File: config.mk
export PLATFORM = sky130hd
export DESIGN_NAME = vector_line_stroke_generator
export DESIGN_NICKNAME = d
export VERILOG_FILES = /design/src/design/vlsg_pkg.sv /design/src/design/vector_line_stroke_generator.sv
export VERILOG_INCLUDE_DIRS = /design/src /design/src/design
export SDC_FILE = /design/constraint.sdc
export NUM_CORES = 1
export LEC_CHECK = 0
export BUFFER_PORTS_ARGS = -buffer_cell sky130_fd_sc_hd__buf_2
export CORE_MARGIN = 5
export CORE_UTILIZATION = 38
export CTS_CLUSTER_SIZE = 8
export DETAILED_ROUTE_END_ITERATION = 6
export GPL_ROUTABILITY_DRIVEN = 0
export PLACE_DENSITY = 0.63
export SLEW_MARGIN = 0
export SYNTH_ARGS = -nofsm -noshare
export SYNTH_HDL_FRONTEND = slang
export SYNTH_SLANG_ARGS = --single-unit
File: constraint.sdc
create_clock -name i_clk -period 21.1 [get_ports i_clk]
set_input_delay 2.11 -clock i_clk [delete_from_list [all_inputs] [get_ports i_clk]]
set_output_delay 2.11 -clock i_clk [all_outputs]
set_load 0.01 [all_outputs]
File: src/design/vector_line_stroke_generator_assert.svh
// Assertion macros shared by the stroke generator RTL.
`ifndef VECTOR_LINE_STROKE_GENERATOR_ASSERT_SVH
`define VECTOR_LINE_STROKE_GENERATOR_ASSERT_SVH

// Condition that holds at every clock edge outside reset.
`define VLSG_CHECK(lbl, cond) \
    lbl: assert property (@(posedge i_clk) disable iff (!i_rst_n) (cond)) \
        else $error("vlsg check failed");

// Same-cycle implication.
`define VLSG_CHECK_NOW(lbl, ante, cons) \
    lbl: assert property (@(posedge i_clk) disable iff (!i_rst_n) (ante) |-> (cons)) \
        else $error("vlsg implication failed");

// Next-cycle implication.
`define VLSG_CHECK_NEXT(lbl, ante, cons) \
    lbl: assert property (@(posedge i_clk) disable iff (!i_rst_n) (ante) |=> (cons)) \
        else $error("vlsg next-cycle check failed");

`endif

File: src/design/vlsg_pkg.sv
// Shared constants, types and code conversion for the vector line stroke generator.
`timescale 1ns / 1ps

package vlsg_pkg;

    localparam int COORD_W = 16;
    localparam int DELTA_W = 16;
    localparam int CODE_W  = 8;

    localparam logic [CODE_W-1:0] CODE_CENTER = 8'd128;

    localparam logic CMD_LINE  = 1'b0;
    localparam logic CMD_POINT = 1'b1;

    typedef struct packed {
        logic beam;
        logic last;
    } t_beam_flags;

    // 128 + c/256 with the quotient truncated toward zero
    function automatic logic [CODE_W-1:0] to_code(input logic signed [COORD_W-1:0] c);
        logic [CODE_W-1:0] hi;
        logic              rnd;
        hi  = c[COORD_W-1:COORD_W-CODE_W];
        rnd = c[COORD_W-1] && (c[COORD_W-CODE_W-1:0] != '0);
        return hi + {{(CODE_W-1){1'b0}}, rnd} + CODE_CENTER;
    endfunction

endpackage

File: src/design/vector_line_stroke_generator.sv
// Vector line stroke generator: turns line and point requests into converter codes.
//
//   channel   dir  handshake                  payload
//   s_axis    in   i_s_axis_tvalid/o_tready   tuser=cmd, tdata=x_start,y_start,x_end,y_end
//   m_axis    out  o_m_axis_tvalid/i_tready   tdata=dac_x,dac_y, tuser=beam_on, tlast=last
//
// A line request yields LINE_STEPS+2 results, a point request two; one result leaves per
// cycle while the output does not stall. A request passes the input buffer, the sequencer
// and five stages before its first result leaves.
// Reset (i_rst_n low, synchronous) clears all valid bits; payload registers are not reset.
// An output stall freezes the whole stage chain; the input buffer still takes one request.
`timescale 1ns / 1ps
`include "vector_line_stroke_generator_assert.svh"

module vector_line_stroke_generator
    import vlsg_pkg::*;
#(
    parameter int LINE_STEPS = 16
) (
    input  logic        i_clk,
    input  logic        i_rst_n,
    input  logic        i_s_axis_tvalid,
    output logic        o_s_axis_tready,
    input  logic [63:0] i_s_axis_tdata,   // x_start, y_start, x_end, y_end (low to high)
    input  logic        i_s_axis_tuser,   // cmd
    output logic        o_m_axis_tvalid,
    input  logic        i_m_axis_tready,
    output logic [15:0] o_m_axis_tdata,   // dac_x, dac_y (low to high)
    output logic        o_m_axis_tuser,   // beam_on
    output logic        o_m_axis_tlast    // last
);

    localparam int IDX_W   = $clog2(LINE_STEPS + 1);
    localparam int CNT_W   = $clog2(LINE_STEPS + 2);
    localparam int STEP_LG = $clog2(LINE_STEPS);
    localparam int PROD_W  = DELTA_W + IDX_W;
    localparam int SHIFT   = PROD_W + STEP_LG;
    localparam int RECIP_W = PROD_W + 1;
    localparam int MUL_W   = PROD_W + RECIP_W;
    // ceil(2^SHIFT / LINE_STEPS): exact floor division for every product below 2^PROD_W
    localparam logic [RECIP_W-1:0] RECIP =
        RECIP_W'(((64'd1 << SHIFT) + 64'(LINE_STEPS) - 64'd1) / 64'(LINE_STEPS));
    localparam logic [CNT_W-1:0] CNT_END = CNT_W'(LINE_STEPS + 1);

    // input buffer
    logic                       r_in_vld;
    logic                       r_in_cmd;
    logic signed [COORD_W-1:0]  r_in_xs, r_in_ys, r_in_xe, r_in_ye;

    // sequencer
    logic                       r_sq_vld;
    logic                       r_sq_cmd;
    logic [CNT_W-1:0]           r_sq_cnt;
    logic signed [COORD_W-1:0]  r_sq_xs, r_sq_ys;
    logic [DELTA_W-1:0]         r_sq_adx, r_sq_ady;
    logic                       r_sq_negx, r_sq_negy;

    // stages
    logic                       r1_vld, r2_vld, r3_vld, r4_vld, r5_vld;
    t_beam_flags                r1_flg, r2_flg, r3_flg, r4_flg, r5_flg;
    logic [IDX_W-1:0]           r1_idx;
    logic signed [COORD_W-1:0]  r1_xs, r1_ys, r2_xs, r2_ys, r3_xs, r3_ys;
    logic [DELTA_W-1:0]         r1_adx, r1_ady;
    logic                       r1_negx, r1_negy, r2_negx, r2_negy, r3_negx, r3_negy;
    logic [PROD_W-1:0]          r2_px, r2_py;
    logic [DELTA_W-1:0]         r3_qx, r3_qy;
    logic signed [COORD_W-1:0]  r4_x, r4_y;
    logic [CODE_W-1:0]          r5_dacx, r5_dacy;

    logic                       w_en;
    logic                       w_sq_done;
    logic                       w_sq_take;
    logic                       w_in_acc;
    logic [IDX_W-1:0]           w_tok_idx;
    t_beam_flags                w_tok_flg;
    logic signed [DELTA_W:0]    w_dx, w_dy;
    logic [MUL_W-1:0]           w_mx, w_my;
    logic signed [COORD_W+1:0]  w_offx, w_offy, w_sumx, w_sumy;

    assign w_en      = !r5_vld || i_m_axis_tready;
    assign w_sq_done = (r_sq_cmd == CMD_POINT) ? (r_sq_cnt == CNT_W'(1))
                                               : (r_sq_cnt == CNT_END);
    assign w_sq_take = w_en && (!r_sq_vld || w_sq_done);

    assign o_s_axis_tready = !r_in_vld || w_sq_take;
    assign w_in_acc        = i_s_axis_tvalid && o_s_axis_tready;

    assign w_dx = {r_in_xe[COORD_W-1], r_in_xe} - {r_in_xs[COORD_W-1], r_in_xs};
    assign w_dy = {r_in_ye[COORD_W-1], r_in_ye} - {r_in_ys[COORD_W-1], r_in_ys};

    // step index: 0 for the dark move and point dwell, LINE_STEPS lands on the end point
    always_comb begin
        if (r_sq_cmd == CMD_POINT || r_sq_cnt == '0) begin
            w_tok_idx = '0;
        end else if (r_sq_cnt == CNT_END) begin
            w_tok_idx = IDX_W'(LINE_STEPS);
        end else begin
            w_tok_idx = IDX_W'(r_sq_cnt - CNT_W'(1));
        end
        w_tok_flg.beam = (r_sq_cnt != '0);
        w_tok_flg.last = w_sq_done;
    end

    assign w_mx = MUL_W'(r2_px) * MUL_W'(RECIP);
    assign w_my = MUL_W'(r2_py) * MUL_W'(RECIP);

    assign w_offx = r3_negx ? -$signed({2'b00, r3_qx}) : $signed({2'b00, r3_qx});
    assign w_offy = r3_negy ? -$signed({2'b00, r3_qy}) : $signed({2'b00, r3_qy});
    assign w_sumx = {{2{r3_xs[COORD_W-1]}}, r3_xs} + w_offx;
    assign w_sumy = {{2{r3_ys[COORD_W-1]}}, r3_ys} + w_offy;

    // control
    always_ff @(posedge i_clk) begin
        if (!i_rst_n) begin
            r_in_vld <= 1'b0;
            r_sq_vld <= 1'b0;
            r_sq_cnt <= '0;
            r1_vld   <= 1'b0;
            r2_vld   <= 1'b0;
            r3_vld   <= 1'b0;
            r4_vld   <= 1'b0;
            r5_vld   <= 1'b0;
        end else begin
            if (w_in_acc) begin
                r_in_vld <= 1'b1;
            end else if (w_sq_take) begin
                r_in_vld <= 1'b0;
            end
            if (w_sq_take) begin
                r_sq_vld <= r_in_vld;
                r_sq_cnt <= '0;
            end else if (w_en && r_sq_vld) begin
                r_sq_cnt <= r_sq_cnt + CNT_W'(1);
            end
            if (w_en) begin
                r1_vld <= r_sq_vld;
                r2_vld <= r1_vld;
                r3_vld <= r2_vld;
                r4_vld <= r3_vld;
                r5_vld <= r4_vld;
            end
        end
    end

    // payload
    always_ff @(posedge i_clk) begin
        if (w_in_acc) begin
            r_in_cmd <= i_s_axis_tuser;
            r_in_xs  <= i_s_axis_tdata[15:0];
            r_in_ys  <= i_s_axis_tdata[31:16];
            r_in_xe  <= i_s_axis_tdata[47:32];
            r_in_ye  <= i_s_axis_tdata[63:48];
        end
        if (w_sq_take) begin
            r_sq_cmd  <= r_in_cmd;
            r_sq_xs   <= r_in_xs;
            r_sq_ys   <= r_in_ys;
            r_sq_negx <= w_dx[DELTA_W];
            r_sq_negy <= w_dy[DELTA_W];
            r_sq_adx  <= w_dx[DELTA_W] ? DELTA_W'(-w_dx) : w_dx[DELTA_W-1:0];
            r_sq_ady  <= w_dy[DELTA_W] ? DELTA_W'(-w_dy) : w_dy[DELTA_W-1:0];
        end
        if (w_en) begin
            r1_idx  <= w_tok_idx;
            r1_flg  <= w_tok_flg;
            r1_xs   <= r_sq_xs;
            r1_ys   <= r_sq_ys;
            r1_adx  <= r_sq_adx;
            r1_ady  <= r_sq_ady;
            r1_negx <= r_sq_negx;
            r1_negy <= r_sq_negy;

            // i * |delta|
            r2_px   <= PROD_W'(r1_adx) * PROD_W'(r1_idx);
            r2_py   <= PROD_W'(r1_ady) * PROD_W'(r1_idx);
            r2_flg  <= r1_flg;
            r2_xs   <= r1_xs;
            r2_ys   <= r1_ys;
            r2_negx <= r1_negx;
            r2_negy <= r1_negy;

            // divide by LINE_STEPS through the reciprocal
            r3_qx   <= w_mx[SHIFT +: DELTA_W];
            r3_qy   <= w_my[SHIFT +: DELTA_W];
            r3_flg  <= r2_flg;
            r3_xs   <= r2_xs;
            r3_ys   <= r2_ys;
            r3_negx <= r2_negx;
            r3_negy <= r2_negy;

            // apply sign and add start; interpolated points stay inside 16 bits
            r4_x    <= w_sumx[COORD_W-1:0];
            r4_y    <= w_sumy[COORD_W-1:0];
            r4_flg  <= r3_flg;

            r5_dacx <= to_code(r4_x);
            r5_dacy <= to_code(r4_y);
            r5_flg  <= r4_flg;
        end
    end

    assign o_m_axis_tvalid = r5_vld;
    assign o_m_axis_tdata  = {r5_dacy, r5_dacx};
    assign o_m_axis_tuser  = r5_flg.beam;
    assign o_m_axis_tlast  = r5_flg.last;

    `VLSG_CHECK(a_cnt_bound, !r_sq_vld || r_sq_cnt <= CNT_END)
    `VLSG_CHECK_NOW(a_point_short, r_sq_vld && r_sq_cmd == CMD_POINT, r_sq_cnt <= CNT_W'(1))
    `VLSG_CHECK_NOW(a_last_lit, r5_vld && r5_flg.last, r5_flg.beam)
    `VLSG_CHECK_NEXT(a_stall_freeze, !w_en && r1_vld, r1_vld && $stable(r1_idx) && $stable(r1_flg))

endmodule
==> metrics.json, run 1 <==
{
  "status": {
    "status": "finished, final reports clean"
  },
  "synth": {
    "synthesis.instances": 1632,
    "yosysSeqAreaShare": 0.567,
    "edff_count_synth": 393,
    "synthAdderAreaFrac": 0.153,
    "synth-main-ff-cell": "sky130_fd_sc_hd__edfxtp_1",
    "synth_top_family_by_area": "adder cells",
    "ys_top_cells_by_area": "sky130_fd_sc_hd__edfxtp_1 56%, sky130_fd_sc_hd__fa_1 7.9%, sky130_fd_sc_hd__ha_1 7.4%, sky130_fd_sc_hd__xnor2_1 4.9%, sky130_fd_sc_hd__and2_1 3.1%",
    "synth_fp_nets": 1911,
    "yosys.area.top_type_share": 0.555,
    "synth_area_in_compound_gates": 0.0709,
    "synthSimpleGateAreaFrac": 0.108,
    "fraction_of_registers_with_async_set_or_reset_after_synthesis": 0,
    "yosys.area.top_type": "sky130_fd_sc_hd__edfxtp_1",
    "synth_xor_area_frac": 0.0643,
    "mappedNetlistArea_sq_um": 21300,
    "synth.area.mux_share": 0.00253,
    "synth_cell_type_count": 65,
    "synth.avg_cell_area_sq_um": 13.0,
    "ys.warnings.count": 0,
    "synth-seq-cells": 405
  },
  "sta": {
    "worstMarginPinSlew_ns": 1.07,
    "setup_viol_count_final": 0,
    "final_critical_path_setup_slack_ns": 15.34,
    "rsz_0062_raised_after_global_routing": "false",
    "post-route-period-util": 0.273,
    "period_minus_ws_final_ns": 5.76,
    "final.setup.tns_ns": 0,
    "slew_headroom": 0.286,
    "max_clock_freq_ghz": 0.174,
    "clock_skew_ns": 0.0121,
    "hold_viol_final": 0,
    "timing_max_transition_violations_final": 0
  },
  "floorplanning": {
    "initial_core_util": 0.385,
    "fp.dieArea_sq_um": 60800,
    "die_height_um": 246,
    "die_w_um": 246,
    "rows": 86,
    "coreArea_sq_um": 55200,
    "floorplan.io_pins": 89
  },
  "clock_network": {
    "clock_tree.buffer_depth": 3,
    "numCtsBuffers": 57,
    "cts.root.buffer_cell": "sky130_fd_sc_hd__clkbuf_16",
    "htree_levels": 2,
    "cts_tree": "yes",
    "clk_transition_reported_paths_ns": 0.05,
    "tritoncts_num_sinks": 405,
    "clk_latency_worst_skew_pair_ns": 0.58,
    "cts_post_setup_buffers_inserted": 0,
    "hold_buf_cts": 0,
    "post_cts_resized": 0
  },
  "drt": {
    "drt_first_iter_violations": 636,
    "post_drt_wl_per_cell_um": 13.5,
    "total_vias_in_the_final_route": 11900,
    "drt_drc_violations_left": 0,
    "totalWireLength_um": 34200,
    "avgViaCountPerCell": 4.70,
    "remaining_number_of_nets_flagged_by_the_antenna_check_after_routing": 0,
    "drt_pre_antenna_iters": 5
  },
  "worst_setup_path": {
    "worst_path_max_stage_delay_ns": 0.58,
    "slowest_cp_cell": "sky130_fd_sc_hd__nor2b_1",
    "worst_r2r_path_depth": 17,
    "cpLargestDelayFamily": "simple AND/OR/NAND/NOR gates",
    "setup.worst_path.end_class": "primary output",
    "crit_arrival_ns": 3.65,
    "crit_buf_inv": 3,
    "worst_ep_required_time_ns": 18.99,
    "setup.worst_path.start_class": "input pin",
    "crit_path_cell_trace": "buf_2, nor2b_1, inv_8, nand2_1, nand2_1, buf_2",
    "crit_cells": 6,
    "critPathKind": "input pin to primary output",
    "path_max_fanout": 91
  },
  "placed_design": {
    "place.port_buffers": 88,
    "post-place-ws_ns": 15.31,
    "post-dp-hpwl_um": 25200
  },
  "pwr": {
    "report.power.total_uw": 2260,
    "cellLeakagePower_uw": 0.0102,
    "ir_worst_vdd_mv": 0.0565,
    "cellPowerDensity_nw_per_um2": 93.6
  },
  "worst_hold_path": {
    "hold_path.class": "flip-flop to flip-flop",
    "hold-path-cell-count": 0
  },
  "global_route": {
    "grt_start_max_net_pins": 93,
    "grt_first_pass_wirelength_um": 58400,
    "initial_antenna_violation_count": 1,
    "grt_overflow": 0,
    "grt.total_usage": 0.115,
    "first_global_vias": 12100
  },
  "final_layout": {
    "final.fill_count": 4939,
    "finish.net_count": 2047,
    "mostFrequentLayoutCell": "sky130_fd_sc_hd__edfxtp_1",
    "insertedDiodeCount": 0,
    "layout_common_cells": "393 x sky130_fd_sc_hd__edfxtp_1, 171 x sky130_fd_sc_hd__inv_1, 126 x sky130_fd_sc_hd__ha_1",
    "area_growth_pct": 13.7,
    "layout-drive-gt1-share": 0.103
  },
  "run": {
    "max_cap_viol_count": 0
  }
}
[synthesized netlist by cell type (19+ instances only)]
cell / instances
sky130_fd_sc_hd__a21o_1: 25
sky130_fd_sc_hd__a21oi_1: 54
sky130_fd_sc_hd__and2_1: 104
sky130_fd_sc_hd__clkbuf_1: 19
sky130_fd_sc_hd__edfxtp_1: 393
sky130_fd_sc_hd__fa_1: 84
sky130_fd_sc_hd__ha_1: 126
sky130_fd_sc_hd__inv_1: 173
sky130_fd_sc_hd__nand2_1: 115
sky130_fd_sc_hd__nand3_1: 22
sky130_fd_sc_hd__nor2_1: 80
sky130_fd_sc_hd__nor3_1: 26
sky130_fd_sc_hd__o21ai_0: 32
sky130_fd_sc_hd__xnor2_1: 118
sky130_fd_sc_hd__xor2_1: 38
[final cells by class]
cell class              count  area (sq um)  share of cell area
flip-flops and latches    405         12000               0.498
multi-input cells        1033          8480               0.351
clock buffers              70          1480              0.0611
well taps                 748           936              0.0387
inverters                 175           664              0.0275
repair buffers             96           500              0.0207
clock inverters             5          55.1             0.00228
[power breakdown]
group          internal (uW)  total (uW)  switching (uW)  leakage [uW]
clock network            491         790             300      0.000744
logic                    159         350             191       0.00519
registers               1050        1120            71.5       0.00431
total                   1700        2260             562        0.0102
[stage by stage]
| step | util | hold slack (ns) | instance area, sq um | std cells |
|---|---|---|---|---|
| floorplan | - | 0.400 | 21300 | 1632 |
| global placement | 0.410 | 0.400 | 22600 | 2457 |
| detailed placement | 0.410 | 0.405 | 22600 | 2457 |
| CTS | 0.438 | 0.406 | 24200 | 2532 |
| global route | 0.438 | 0.417 | 24200 | 2532 |
| finish | 0.438 | 0.405 | 24200 | 2532 |
[final timing paths]
path                   startpoint              end  slack (ns)
setup / recovery  i_m_axis_tready  o_s_axis_tready       15.34
hold / removal           r2_ys[2]         r3_ys[2]        0.41
setup reg to reg        r1_idx[4]        r2_px[18]       16.35
hold reg to reg          r2_ys[2]         r3_ys[2]        0.41
[cells by family (layout without fill, tap and decap cells)]
kind of cell | count (synthesis) | count (layout)
multiplexers | 4 | 4
XOR/XNOR | 156 | 156
AO/OA/AOI/OAI | 223 | 223
flip-flops | 405 | 405
adder cells (fa/ha/maj) | 210 | 210
buffers and inverters | 194 | 346
AND/OR/NAND/NOR | 440 | 440
[routing by layer]
| metal | up-vias | part of all wire | global-route usage |
|---|---|---|---|
| met4 | 0 | 0.027 | 0.0438 |
| li1 | 6015 | - | - |
| met3 | 65 | 0.038 | 0.0189 |
| met2 | 195 | 0.46 | 0.189 |
| met1 | 5613 | 0.47 | 0.156 |
| met5 | - | 0 | 0 |
Note: power is estimated with default switching activity, not from simulation.
==> run 2: changes to the inputs <==
Clock period 21.1 ns to 5.4 ns, I/O delays scaled along.
==> run 2 against run 1 <==
  * Power grew to 3.9 times the previous value
  * Non-clock buffer count fell by 1
  * Cell area barely moved
  * Sequential share of layout area hardly changed
  * Critical endpoint is now r2_px[18]
  * Largest power group unchanged
==> metrics.json, run 2 (synthesis results as in run 1) <==
{
  "sta": {
    "worst_hold_slack": {"value": 0.146, "unit": "ns", "change": "-0.259 ns"},
    "post-route-period-util": 0.908,
    "slew_headroom": {"value": 0.397, "change": "+0.111"},
    "hold_viol_final": {"value": 0, "change": "unchanged"},
    "period_minus_ws_final_ns": 4.91,
    "max_clock_freq_ghz": 0.204,
    "worstMarginPinSlew": {"value": 0.905, "unit": "ns", "change": "-0.167 ns"},
    "clock_skew": {"value": 0.0197, "unit": "ns", "change": "+0.00759 ns"},
    "final.setup.tns": {"value": 0, "unit": "ns", "change": "unchanged"},
    "rsz_0062_raised_after_global_routing": "false",
    "timing_max_transition_violations_final": {"value": 0, "change": "unchanged"},
    "setup_viol_count_final": {"value": 0, "change": "unchanged"}
  },
  "worst_setup_path": {
    "setup.worst_path.start_class": "flip-flop",
    "setup.worst_path.end_class": "flip-flop",
    "path_max_fanout": {"value": 24, "change": "-74%"},
    "worst_ep_required_time": {"value": 5.72, "unit": "ns", "change": "-13.27 ns"},
    "worst_path_max_stage_delay": {"value": 0.76, "unit": "ns", "change": "+0.18 ns"},
    "crit_cells": {"value": 15, "change": "+9"},
    "regToRegEndpoint": "r2_px[18]",
    "reg2reg_slack": {"value": 0.49, "unit": "ns", "change": "-15.86 ns"},
    "critical_path.reg2reg.startpoint": "r1_idx[3]",
    "critical-path-top-cell-by-count": "sky130_fd_sc_hd__fa_1",
    "worst_r2r_path_depth": {"value": 15, "change": "-2"},
    "crit_arrival": {"value": 5.23, "unit": "ns", "change": "+1.58 ns"},
    "critPathKind": "flip-flop to flip-flop",
    "crit_end": "r2_px[18]",
    "worst_setup_path_startpoint": "r1_idx[3]",
    "cpLargestDelayFamily": "adder cells",
    "crit_path_cell_trace": "buf_4, and2_1, fa_1, fa_1, inv_1, fa_1, inv_1, ha_1, a21o_1, or3_1, a21oi_1, nor3_1, or3_1, a21oi_1, xnor2_1",
    "slowest_cp_cell": "sky130_fd_sc_hd__edfxtp_1",
    "crit_buf_inv": {"value": 3, "change": "unchanged"}
  },
  "pwr": {
    "power_frac_clock": {"value": 0.348, "change": "about the same"},
    "power_dissipated_by_switching_net_loads": {"value": 2210, "unit": "uW", "change": "+290%"},
    "cellPowerDensity": {"value": 365, "unit": "nW/um^2", "change": "+290%"},
    "internal_cell_power": {"value": 6620, "unit": "uW", "change": "+290%"},
    "ir_worst_vdd": {"value": 0.215, "unit": "mV", "change": "+280%"},
    "switching_share": {"value": 0.250, "change": "+0.00129"},
    "p_seq_frac": {"value": 0.496, "change": "about the same"},
    "cellLeakagePower": {"value": 0.0102, "unit": "uW", "change": "about the same"},
    "comb_power_share": {"value": 0.155, "change": "about the same"}
  },
  "drt": {
    "avgViaCountPerCell": {"value": 4.67, "change": "-0.63%"},
    "total_vias_in_the_final_route": {"value": 11900, "change": "-0.32%"},
    "drt_pre_antenna_iters": {"value": 4, "change": "-1"},
    "totalWireLength": {"value": 34500, "unit": "um", "change": "+0.94%"},
    "post_drt_wl_per_cell": {"value": 13.6, "unit": "um", "change": "+0.62%"},
    "drt_drc_violations_left": {"value": 0, "change": "unchanged"},
    "remaining_number_of_nets_flagged_by_the_antenna_check_after_routing": {"value": 0, "change": "unchanged"},
    "drt_first_iter_violations": {"value": 695, "change": "+9.3%"}
  },
  "final_layout": {
    "final_core_util": {"value": 0.438, "change": "about the same"},
    "layout-drive-gt1-share": {"value": 0.102, "change": "-0.000458"},
    "area_growth": {"value": 13.8, "unit": "%", "change": "about the same"},
    "layout.area.seq": {"value": 12000, "unit": "sq um", "change": "unchanged"},
    "multi_input_comb_area": {"value": 8490, "unit": "sq um", "change": "+0.13%"},
    "mostFrequentLayoutCell": "sky130_fd_sc_hd__edfxtp_1",
    "layout_common_cells": "393 x sky130_fd_sc_hd__edfxtp_1, 171 x sky130_fd_sc_hd__inv_1, 126 x sky130_fd_sc_hd__ha_1",
    "finish.net_count": {"value": 2045, "change": "-0.098%"},
    "insertedDiodeCount": {"value": 0, "change": "unchanged"},
    "final.fill_count": {"value": 4929, "change": "-0.20%"}
  },
  "global_route": {
    "grt.total_usage": {"value": 0.117, "change": "+0.00148"},
    "grt_overflow": {"value": 0, "change": "unchanged"},
    "first_global_vias": {"value": 12300, "change": "+1.5%"},
    "grt_first_pass_wirelength": {"value": 59600, "unit": "um", "change": "+2.1%"},
    "initial_antenna_violation_count": {"value": 0, "change": "-1"},
    "grt_start_max_net_pins": {"value": 163, "change": "+75%"}
  },
  "status": {
    "status": "finished, final reports clean"
  },
  "floorplanning": {
    "fp.dieArea": {"value": 60800, "unit": "sq um", "change": "unchanged"},
    "die_w": {"value": 246, "unit": "um", "change": "unchanged"},
    "coreArea": {"value": 55200, "unit": "sq um", "change": "unchanged"},
    "die_height": {"value": 246, "unit": "um", "change": "unchanged"},
    "rows": {"value": 86, "change": "unchanged"},
    "floorplan.io_pins": {"value": 89, "change": "unchanged"},
    "initial_core_util": {"value": 0.385, "change": "unchanged"}
  },
  "clock_network": {
    "post_cts_resized": {"value": 0, "change": "unchanged"},
    "tritoncts_num_sinks": {"value": 405, "change": "unchanged"},
    "cts.root.buffer_cell": "sky130_fd_sc_hd__clkbuf_16",
    "clock_tree.buffer_depth": {"value": 3, "change": "unchanged"},
    "clk_latency_worst_skew_pair": {"value": 0.58, "unit": "ns", "change": "about the same"},
    "clk_transition_reported_paths": {"value": 0.05, "unit": "ns", "change": "about the same"},
    "numCtsBuffers": {"value": 56, "change": "-1.8%"},
    "cts_post_setup_buffers_inserted": {"value": 0, "change": "unchanged"},
    "hold_buf_cts": {"value": 0, "change": "unchanged"},
    "cts_tree": "yes",
    "htree_levels": {"value": 2, "change": "unchanged"}
  },
  "worst_hold_path": {
    "hold_path.class": "input pin to flip-flop"
  },
  "placed_design": {
    "place.port_buffers": {"value": 88, "change": "unchanged"},
    "post-dp-hpwl": {"value": 25700, "unit": "um", "change": "+1.9%"}
  },
  "run": {
    "max_cap_viol_count": {"value": 0, "change": "unchanged"}
  }
}
[run 2: cell count changes in the layout (fill, tap and decap cells not counted), sizes merged]
| cell | previous run | this run |
|---|---|---|
| buf | 96 | 95 |
| bufinv | 1 | 0 |
| clkbuf | 70 | 82 |
| clkinv | 2 | 0 |
| clkinvlp | 0 | 1 |
| inv | 177 | 176 |
[run 2: how the worst min path moves through the flow]
stage / depth (start not counted) / slack (ns) / end / from
2_1_floorplan: 0 / 0.40 / o_m_axis_tlast / r4_flg[0]
3_3_place_gp: 0 / 0.40 / o_m_axis_tlast / r4_flg[0]
3_5_place_dp: 0 / 0.40 / o_m_axis_tlast / r4_flg[0]
4_1_cts: 1 / 0.1 / r_in_xe[13] / i_s_axis_tdata[45]
5_1_grt: 1 / 0.11 / r_in_ye[0] / i_s_axis_tdata[48]
6_report: 1 / 0.15 / r_in_xs[2] / i_s_axis_tdata[2]
[run 2: power by group through the flow]
stage	clock (uW)	combinational (uW)	sequential [uW]
after floorplan	0	1040	4360
after global placement	0	1350	4430
after detailed placement	0	1380	4440
after CTS	3190	1390	4390
after global routing	3330	1560	4450
final	3070	1370	4380
[run 2: final cells by class]
class | instances | share of cell area
multi-input combinational | 1033 | 0.351
clock buffer | 82 | 0.0629
tap | 748 | 0.0387
sequential | 405 | 0.498
clock inverter | 2 | 0.000725
timing repair buffer | 95 | 0.0209
inverter | 175 | 0.0273
[run 2: metrics by stage]
step | worst slack (ns) | total power, uW | cell area, sq um | cells
after floorplan | -0.888 | 5400 | 21300 | 1632
after global placement | 0.578 | 5780 | 22600 | 2456
after detailed placement | 0.481 | 5830 | 22600 | 2456
after CTS | 0.495 | 8970 | 24200 | 2540
after global routing | 0.177 | 9340 | 24200 | 2540
final | 0.495 | 8830 | 24200 | 2540
[run 2: layer usage]
metal	GRT usage	share of wire	up-vias
met5	0	0	-
met3	0.0212	0.039	63
met1	0.162	0.47	5590
li1	-	-	6004
met2	0.189	0.46	193
met4	0.0358	0.022	0
